File: src/rtl/ils_pkg.sv
// ----------------------------------------------------------------------------
// ils_pkg
// Shared types and codes for the indexed list store: command codes, the
// control word broadcast to the cell row and the read bus that runs along it.
// ----------------------------------------------------------------------------
package ils_pkg;

  localparam int unsigned ILS_DEPTH       = 256;
  localparam int unsigned ILS_VALUE_WIDTH = 64;

  // Field widths of the request and result ports
  localparam int unsigned CMD_W   = 3;
  localparam int unsigned POS_W   = 16;
  localparam int unsigned DATA_W  = 64;
  localparam int unsigned COUNT_W = 9;

  // Command codes
  localparam logic [CMD_W-1:0] CMD_PUSH   = 3'd0;
  localparam logic [CMD_W-1:0] CMD_GET    = 3'd1;
  localparam logic [CMD_W-1:0] CMD_SET    = 3'd2;
  localparam logic [CMD_W-1:0] CMD_POP    = 3'd3;
  localparam logic [CMD_W-1:0] CMD_SHIFT  = 3'd4;
  localparam logic [CMD_W-1:0] CMD_REMOVE = 3'd5;
  localparam logic [CMD_W-1:0] CMD_INSERT = 3'd6;
  localparam logic [CMD_W-1:0] CMD_SWAP   = 3'd7;

  // What every cell does in a given cycle
  typedef enum logic [2:0] {
    MD_HOLD  = 3'd0,  // keep the entry
    MD_WRITE = 3'd1,  // the cell at pos takes wdata
    MD_READ  = 3'd2,  // the cell at pos drives its entry onto the read bus
    MD_CLOSE = 3'd3,  // cells at and above pos take their upper neighbor
    MD_OPEN  = 3'd4,  // cells above pos take their lower neighbor, pos takes wdata
    MD_SWAP  = 3'd5   // pos takes wdata, pos2 takes wdata2
  } mode_e;

  typedef struct packed {
    mode_e             mode;
    logic [POS_W-1:0]  pos;
    logic [POS_W-1:0]  pos2;
    logic [DATA_W-1:0] wdata;
    logic [DATA_W-1:0] wdata2;
  } cell_ctrl_t;

  // One stage of the read bus, moving toward cell 0
  typedef struct packed {
    logic              vld;
    logic [DATA_W-1:0] data;
  } rd_bus_t;

endpackage

File: src/rtl/ils_cell.sv
// ----------------------------------------------------------------------------
// ils_cell
// One list slot: holds a single entry, trades it with its neighbors when the
// list closes up or opens up, and keeps one stage of the read bus.
// ----------------------------------------------------------------------------
module ils_cell
  import ils_pkg::*;
#(
  parameter int unsigned IDX         = 0,
  parameter int unsigned VALUE_WIDTH = ILS_VALUE_WIDTH
) (
  input  logic                   clk_i,
  input  logic                   rst_ni,
  input  cell_ctrl_t             ctrl_i,
  input  logic [VALUE_WIDTH-1:0] left_i,
  input  logic [VALUE_WIDTH-1:0] right_i,
  input  rd_bus_t                bus_i,
  output logic [VALUE_WIDTH-1:0] entry_o,
  output rd_bus_t                bus_o
);

  localparam logic [POS_W-1:0] MY_POS = POS_W'(IDX);

  logic [VALUE_WIDTH-1:0] entry_q, entry_d;
  rd_bus_t                bus_q, bus_d;
  logic                   hit, hit2;

  assign hit  = (ctrl_i.pos == MY_POS);
  assign hit2 = (ctrl_i.pos2 == MY_POS);

  // Select the next entry from the broadcast command
  always_comb begin
    entry_d = entry_q;
    case (ctrl_i.mode)
      MD_WRITE: begin
        if (hit) entry_d = ctrl_i.wdata[VALUE_WIDTH-1:0];
      end
      MD_SWAP: begin
        if (hit) begin
          entry_d = ctrl_i.wdata[VALUE_WIDTH-1:0];
        end else if (hit2) begin
          entry_d = ctrl_i.wdata2[VALUE_WIDTH-1:0];
        end
      end
      MD_CLOSE: begin
        if (MY_POS >= ctrl_i.pos) entry_d = right_i;
      end
      MD_OPEN: begin
        if (MY_POS > ctrl_i.pos) begin
          entry_d = left_i;
        end else if (hit) begin
          entry_d = ctrl_i.wdata[VALUE_WIDTH-1:0];
        end
      end
      default: entry_d = entry_q;
    endcase
  end

  // Inject on a read hit, otherwise pass the upper stage along
  always_comb begin
    bus_d = bus_i;
    if (ctrl_i.mode == MD_READ && hit) begin
      bus_d.vld  = 1'b1;
      bus_d.data = DATA_W'(entry_q);
    end
  end

  always_ff @(posedge clk_i) begin
    entry_q <= entry_d;
  end

  always_ff @(posedge clk_i or negedge rst_ni) begin
    if (!rst_ni) begin
      bus_q <= '0;
    end else begin
      bus_q <= bus_d;
    end
  end

  assign entry_o = entry_q;
  assign bus_o   = bus_q;

endmodule

File: config.mk
export PLATFORM = sky130hd
export DESIGN_NAME = ils_cell
export DESIGN_NICKNAME = d
export VERILOG_FILES = /design/src/rtl/ils_pkg.sv /design/src/rtl/ils_cell.sv
export SDC_FILE = /design/constraint.sdc
export NUM_CORES = 1
export LEC_CHECK = 0
export ABC_AREA = 1
export BUFFER_PORTS_ARGS = -buffer_cell sky130_fd_sc_hd__buf_2
export CORE_AREA = 2 2 188 190
export CTS_CLUSTER_DIAMETER = 200
export DETAILED_ROUTE_END_ITERATION = 16
export DIE_AREA = 0 0 190 192
export PLACE_DENSITY = 0.5
export RECOVER_POWER = 50
export SKIP_CTS_REPAIR_TIMING = 1
export SLEW_MARGIN = 20
export SYNTH_ARGS = -nofsm -noshare
export SYNTH_HDL_FRONTEND = slang
export SYNTH_SLANG_ARGS = --single-unit
export TNS_END_PERCENT = 100
File: constraint.sdc
create_clock -name clk_i -period 1.77 [get_ports clk_i]
set_input_delay 0.2655 -clock clk_i [delete_from_list [all_inputs] [get_ports clk_i]]
set_output_delay 0.2655 -clock clk_i [all_outputs]
set_load 0.02 [all_outputs]
; ---- Word-level counts from Yosys, hierarchy flattened
; Cells that the tools add are included.
[classes]
n_lt_le_gt_ge = 2
n_eq_ne = 7
mux = 7
reduce_logical = 5
[op_table]
columns = operator, n
row1 = 2-to-1 mux 64 bit, 5
row2 = one-hot mux 64 bit (4 select lines), 1
row3 = 2-to-1 mux 65 bit, 1
row4 = logical NOT 16 bit, 2
row5 = >= comparator 1 x 16 -> 1 bit (first input constant), 1
row6 = greater-than comparator 1 x 16 -> 1 bit (first input constant), 1
row7 = equality test 3 x 2 -> 1 bit (second input constant), 2
row8 = equality test 3 bit (second input constant), 2
row9 = nonzero test 4 bit, 1
row10 = equality test 3 x 1 -> 1 bit (second input constant), 1
row11 = != test 3 bit (second input constant), 1
row12 = AND reduction 3 bit, 1
row13 = != test 2 bit (second input constant), 1
row14 = logical AND 1 bit, 1
[word_totals]
register_bits = 129
in_bits = 358
output_inout_bits = 129
word_cells = 24

; ---- Logic depth before layout (Yosys ltp)
; Gate-level depths: netlist (run 1).
[depth]
ltp_word = 4
mapped_depth = 11
depth_no_buf = 9

; ---- Least setup slack after synthesis (run 1)
; Ideal clock, no wire load.
[synth_path]
path_kind = input to register
start = in ctrl_i[146] in the netlist's numbering
end = reg entry_q[0] (netlist: entry_o[0]), enable pin
setup_ns = 0.487
required_ns = 1.283
arrival_time_ns = 3.848
n_path_buf = 2
path_slack_ns = -2.565
path_stages = 9
path_cell_list = nor2_1 > nand2_1 > nor2_2 > nand2_1 > buf_2 > buf_2 > o21ai_1 > nand2_1 > nor2_1
[synth_via]
elab_chain_cells = 3
word_cells_on_any_way = 5
cone_classes = order compare (1) / eq/ne (2) / reduce/logical (2)
[synth_lines]
columns = item, line_no
row1 = "start, declared", ils_cell.sv:14  ; input cell_ctrl_t ctrl_i,
row2 = >= comparator 1 x 16 -> 1 bit / logical NOT 16 bit (equally long branches), "ils_cell.sv:46, ils_cell.sv:28"
row3 = != test 2 bit (no source line) / != test 3 bit (equally long branches), n/a
row4 = AND reduction 3 bit (no source line) (*), n/a
row5 = "end signal, assigned", ils_cell.sv:69  ; entry_q <= entry_d;
row6 = "end, declared", ils_cell.sv:24  ; logic [VALUE_WIDTH-1:0] entry_q, entry_d;
; Mark *: on every way between the ends. The rest lies on a longest branch, timed or not.
; A chain may end at the register's enable or synchronous reset.

; ---- Worst setup path in the final report (run 1)
[layout_path]
start = in ctrl_i[152] in the netlist's numbering
end = reg entry_q[60] (netlist: entry_o[60]) (data pin)
[layout_via]
elab_chain_cells = 4
word_cells_on_any_way = 6
cone_classes = order compare (1) / mux (4) / reduce/logical (1)
[layout_lines]
columns = item, line_no
row1 = branches (longest 3 deep; another with greater-than comparator 1 x 16 -> 1 bit), n/a
row2 = one-hot mux 64 bit (4 select lines) (*), ils_cell.sv:34  ; case (ctrl_i.mode)
row3 = named net entry_d[60], ils_cell.sv:24
; Mark *: on every way through the listed nets, which the timed path passes.

==> results of run 1 <==
[logic make-up after synthesis]
| logic type | Yosys count | share of synthesized area (%) |
|---|---|---|
| compound gates | 56 | 3.93 |
| simple gates | 572 | 36.6 |
| flops | 129 | 49.7 |
| buf+inv | 173 | 9.74 |
[synthesized netlist by cell type]
cell,number
buf_1,9
buf_2,25
buf_6,2
clkbuf_1,25
dfrtp_1,65
edfxtp_1,64
inv_1,111
inv_2,1
nand2_1,297
nand3_1,183
nand3b_1,49
nand4_1,12
nor2_1,21
nor2_2,4
o21ai_0,18
o21ai_1,38
or2_2,6
[layout make-up]
type	count	area [um2]	share of cell area [%]
clock inverters	15	229	2.17
repair buffers	462	2400	22.7
flip-flops and latches	129	3550	33.6
well taps	455	569	5.39
inverters	112	420	3.98
multi-input cells	628	2970	28.1
diodes	4	10.0	0.0947
clock buffers	17	425	4.03
[worst max-delay path, delay by kind of cell]
kind | cells | cell delay [ns]
simple gates | 6 | 0.73
buf+inv | 3 | 0.72
[power groups by stage]
stage	clock network [uW]	logic (uW)	registers (uW)
after floorplan	0	477	3770
after global placement	0	1500	3540
after detailed placement	0	1510	3540
after CTS	4180	1510	3480
after global routing	4280	1600	3500
final	4040	1450	3480
[per-layer routing]
layer | track usage (%) | share of wire, %
met1 | 19.3 | 41
met2 | 27.5 | 49
met3 | 3.51 | 6.9
met4 | 6.23 | 2.6
met5 | 0 | 0.023
[registers in the layout (all words and copies together) (netlist names)]
| name | count |
|---|---|
| entry_o | 64 |
| bus_o | 65 |
[path summary, 6_finish.rpt]
path                                       start  cells after the start                    end  slack, ns
min                                    bus_i[35]                      3    bus_o[35]$_DFF_PN0_       0.03
max                                  ctrl_i[152]                      9  entry_o[60]$_DFFE_PP_       0.21
max reg2reg                entry_o[11]$_DFFE_PP_                      4  entry_o[11]$_DFFE_PP_       0.73
min in group asynchronous                 rst_ni                      2    bus_o[43]$_DFF_PN0_       0.52
min reg2reg                entry_o[19]$_DFFE_PP_                      2    bus_o[19]$_DFF_PN0_       0.55
max in group asynchronous                 rst_ni                      3    bus_o[17]$_DFF_PN0_       0.33
[cell usage in the layout, fill, tap and decap left out, drive strengths merged]
cell	n
nand3	183
inv	115
nand2	297
clkbuf	121
buf	357
o21ai	56
nor2	25
edfxtp	64
or2	6
nand4	12
diode	4
clkinv	6
clkinvlp	1
nand3b	49
dlygate4sd3	1
bufinv	5
dfrtp	65
[metrics by stage]
step	utilization (%)	std cells	worst slack (ns)
floorplan	-	930	-0.725
global placement	29.4	1785	-0.0978
detailed placement	29.4	1785	-0.116
CTS	31.3	1817	0.333
global route	30.8	1821	0.0843
finish	30.8	1822	0.211
==> summary.md, run 1 <==
| Metric | Value |
|---|---|
| Status | `finished clean` |
| Post-synthesis cell type count | `17` |
| FP Rows | `68` |
| Total CTS buffers | `17` |
| Nets | `1708` |
| H-tree lvl count | `4` |
| Area Overhead vs Synth | `48.0%` |
| Initial Utilization | `20.8%` |
| Worst hold margin | `0.0347 ns` |
| DRC | `0` |
| Cell accounting for the most synthesized area | `edfxtp_1` |
| DP HPWL | `22700 um` |
| GP Congestion | `0.832` |
| Drt first pass iters | `5` |
| Die height | `192 um` |
| Gr ovfl total | `0` |
| Total power | `8980 uW` |
| YS warnings | `0` |
| WP data arrival | `1.72 ns` |
| Syn_nets | `1288` |
| Clock-pin slew on the worst setup and hold paths | `0.06 ns` |
| Total core area | `0.0343 mm2` |
| Maximum capacitance violations | `0` |
| Synth Register Bits | `129` |
| Placed cell areas | `0.0101 mm2` |
| Max IR drop VDD | `629 uV` |
| Slowest cell on the critical path | `clkbuf_2` |
| Die Area | `0.0365 mm2` |
| Syn Inst Count | `930` |
| Area contributors post-synth | `edfxtp_1, dfrtp_1, nand2_1` |
| Crit start category | `input port` |
| Clock Skews | `0.00847 ns` |
| Drt first-iter violations | `445` |
| Internal | `6490 uW` |
| Top cell type's share of synthesized area | `26.9%` |
| Setup violators final | `0` |
| Max FO, Critical Path | `22` |
| Req. time, crit path | `1.94 ns` |
| Tmin final | `1.56 ns` |
| # clock sinks | `129` |
| Synth Area per Inst | `7.68 um2` |
| Fmax | `642 MHz` |
| Crit path capture type | `register` |
| Vias in the first global route | `7810` |
| Clock buffer depth | `2` |
| Final period utilization | `88.1%` |
| TritonCTS clock tree | `yes` |
| Cell Chain, Critical Path | `buf_2 -> nor2_4 -> nand2_1 -> nor2_4 -> clkbuf_4 -> clkbuf_2 -> nand3b_1 -> nand3_1 -> nand3_1` |
| Antenna violations before repair | `5` |
| Vias | `7900` |
| Net Sw Frac | `27.7%` |
| Worst skew pair latency | `0.42 ns` |
| Cell Pwr Density | `849 mW/mm2` |
| Slew HR | `35.8%` |
| First-pass GRT wire length | `44200 um` |
| Worst slew pin tran | `0.963 ns` |
| Share of layout cells above drive strength 1 | `30.4%` |
| Max stage delay on crit path | `0.45 ns` |
| Seq/Total Area, Yosys | `49.7%` |
| Final instance area | `0.0106 mm2` |
| Root buffer cell | `clkbuf_16` |
| # fillers | `3779` |
| Largest net degree at the start of global routing | `48` |
| Final Hold Vio Count | `0` |
| Avg WL per Cell | `16.6 um` |
| Routed Antenna Nets | `0` |
| Clk pwr share | `45.1%` |
| Combinational Power Share | `16.1%` |
| Gr usage total | `15.9%` |
| HP Class | `in2reg` |
| I/O Buffers | `422` |
| WL final | `30200 um` |
| Number of I/O pins | `487` |
| Setup TNS | `0 ns` |
| Net switching power | `2490 uW` |
| P_leak | `0.00541 uW` |
| Final Max Slew Viols | `0` |
| Flop pwr share | `38.8%` |
| Cell Area, Synth | `0.00714 mm2` |
| Vias per cell | `4.34` |
| Critical path class | `in2reg` |
| RSZ-0062 raised after global routing | `no` |
| DIE WIDTH | `190 um` |
Note: power is estimated with default switching activity, not from simulation.
==> run 2, diff against run 1 <==
--- a/config.mk
+++ b/config.mk
@@ -12,7 +12,6 @@
 export DETAILED_ROUTE_END_ITERATION = 16
 export DIE_AREA = 0 0 190 192
 export PLACE_DENSITY = 0.5
-export RECOVER_POWER = 50
 export SKIP_CTS_REPAIR_TIMING = 1
 export SLEW_MARGIN = 20
 export SYNTH_ARGS = -nofsm -noshare
==> run 2 against run 1 <==
  * Global-route usage is the same
  * Final area grew 1.7%
  * Sequential share of layout area shrank 0.56 points
  * Highest routed layer unchanged
==> summary.md, run 2 (synthesized netlist as in run 1, its figures left out) <==
| Metric | Value |
|---|---|
| Total power | `9010 uW` |
| Place WS | `-0.116 ns` |
| Final period utilization | `82.9%` |
| Clock-pin slew on the worst setup and hold paths | `0.06 ns` |
| Fmax | `681 MHz` |
| Initial Utilization | `20.8%` |
| Vias | `7870` |
| Die height | `192 um` |
| Clock buffer depth | `2` |
| Max stage delay on crit path | `0.38 ns` |
| Largest net degree at the start of global routing | `48` |
| Drt first-iter violations | `406` |
| Setup violators final | `0` |
| Commonest non-fill, non-tap cell in the layout | `buf_2` |
| Die Area | `0.0365 mm2` |
| Worst slew pin tran | `0.510 ns` |
| Area Overhead vs Synth | `50.5%` |
| Routed Antenna Nets | `0` |
| Vias in the first global route | `7810` |
| Gr ovfl total | `0` |
| Total CTS buffers | `17` |
| Gr usage total | `15.9%` |
| Max IR drop VDD | `628 uV` |
| DIE WIDTH | `190 um` |
| WL final | `30100 um` |
| Avg WL per Cell | `16.5 um` |
| Commonest cells after routing, fill and taps aside | `buf_2, nand2_1, nand3_1` |
| P_leak | `0.00570 uW` |
| Root buffer cell | `clkbuf_16` |
| Req. time, crit path | `2.05 ns` |
| Worst skew pair latency | `0.42 ns` |
| Clock Skews | `0.00866 ns` |
| Worst hold margin | `0.0347 ns` |
| DP HPWL | `22700 um` |
| Slew HR | `66.0%` |
| Final Hold Vio Count | `0` |
| I/O Buffers | `422` |
| Crit path capture type | `register` |
| Slowest cell on the critical path | `nor2_2` |
| # clock sinks | `129` |
| HP Class | `in2reg` |
| RSZ-0062 raised after global routing | `no` |
| FP Rows | `68` |
| Final worst setup slack | `0.302 ns` |
| WP data arrival | `1.75 ns` |
| Maximum capacitance violations | `0` |
| Largest register FFs | `65` |
| Max FO, Critical Path | `10` |
| Share of layout cells above drive strength 1 | `37.6%` |
| First-pass GRT wire length | `44200 um` |
| Critical path class | `in2reg` |
| Total core area | `0.0343 mm2` |
| Tmin final | `1.47 ns` |
| Drt first pass iters | `5` |
| Cell Chain, Critical Path | `buf_2 -> nor2_4 -> nand2_1 -> nor2_4 -> nand2_4 -> buf_4 -> buf_4 -> nor2_2 -> nand2_1 -> nand4_1` |
| Nets | `1708` |
| Cell Pwr Density | `838 mW/mm2` |
| TritonCTS clock tree | `yes` |
| Number of I/O pins | `487` |
| Vias per cell | `4.32` |
| DRC | `0` |
| Final Max Slew Viols | `0` |
| Antenna violations before repair | `5` |
| Crit start category | `input port` |
| Status | `finished clean` |
| GP Congestion | `0.832` |
| H-tree lvl count | `4` |
==> run 2: changes by cell type in the layout (fill, tap and decap cells not counted), sizes merged <==
cell	before	now
buf	357	461
clkbuf	121	17
==> run 2: per-stage QoR <==
stage               cell area, um2  instances  setup TNS (ns)  utilization [%]
floorplan                     7190        930          -46.42                -
global placement             10100       1785           -4.39             29.4
detailed placement           10100       1785           -5.21             29.4
CTS                          10700       1817               0             31.3
global route                 10700       1821               0             31.3
finish                       10700       1822               0             31.3
==> run 2: area by class of cell <==
type                            instances  area, um2
Inverter                              112        420
Multi-Input combinational cell        628       2970
Antenna cell                            4       10.0
Fill cell                            3754      23500
Tap cell                              455        569
Clock inverter                         15        229
Clock buffer                           17        425
Sequential cell                       129       3550
Timing Repair Buffer                  462       2580
==> run 2: worst paths after layout <==
kind                                        from                    end  slack [ns]  depth (start not counted)
hold reg to reg            entry_o[19]$_DFFE_PP_    bus_o[19]$_DFF_PN0_        0.54                          2
setup reg to reg           entry_o[12]$_DFFE_PP_  entry_o[12]$_DFFE_PP_        0.75                          4
max in group asynchronous                 rst_ni    bus_o[17]$_DFF_PN0_        0.80                          3
min in group asynchronous                 rst_ni    bus_o[43]$_DFF_PN0_        0.35                          2
setup / recovery                     ctrl_i[152]  entry_o[63]$_DFFE_PP_        0.30                         10
hold / removal                         bus_i[64]    bus_o[64]$_DFF_PN0_        0.03                          3
==> run 2: critical path: cells and delay by family <==
kind	cells	cell delay [ns]
simple gates	7	1.03
buf+inv	3	0.45
==> run 2: report_power, final <==
| part | internal (uW) | switching (uW) | total (uW) |
|---|---|---|---|
| sequential | 3390 | 85.8 | 3480 |
| combinational | 615 | 875 | 1490 |
| clock | 2520 | 1520 | 4040 |
==> run 2: metal layers <==
| layer | vias to the layer above | wire (um) | GRT usage [%] |
|---|---|---|---|
| li1 | 3862 | - | - |
| met1 | 3625 | 12300 | 19.3 |
| met2 | 332 | 14800 | 27.5 |
| met3 | 49 | 2160 | 3.51 |
| met4 | 2 | 815 | 6.23 |
| met5 | - | 7 | 0 |
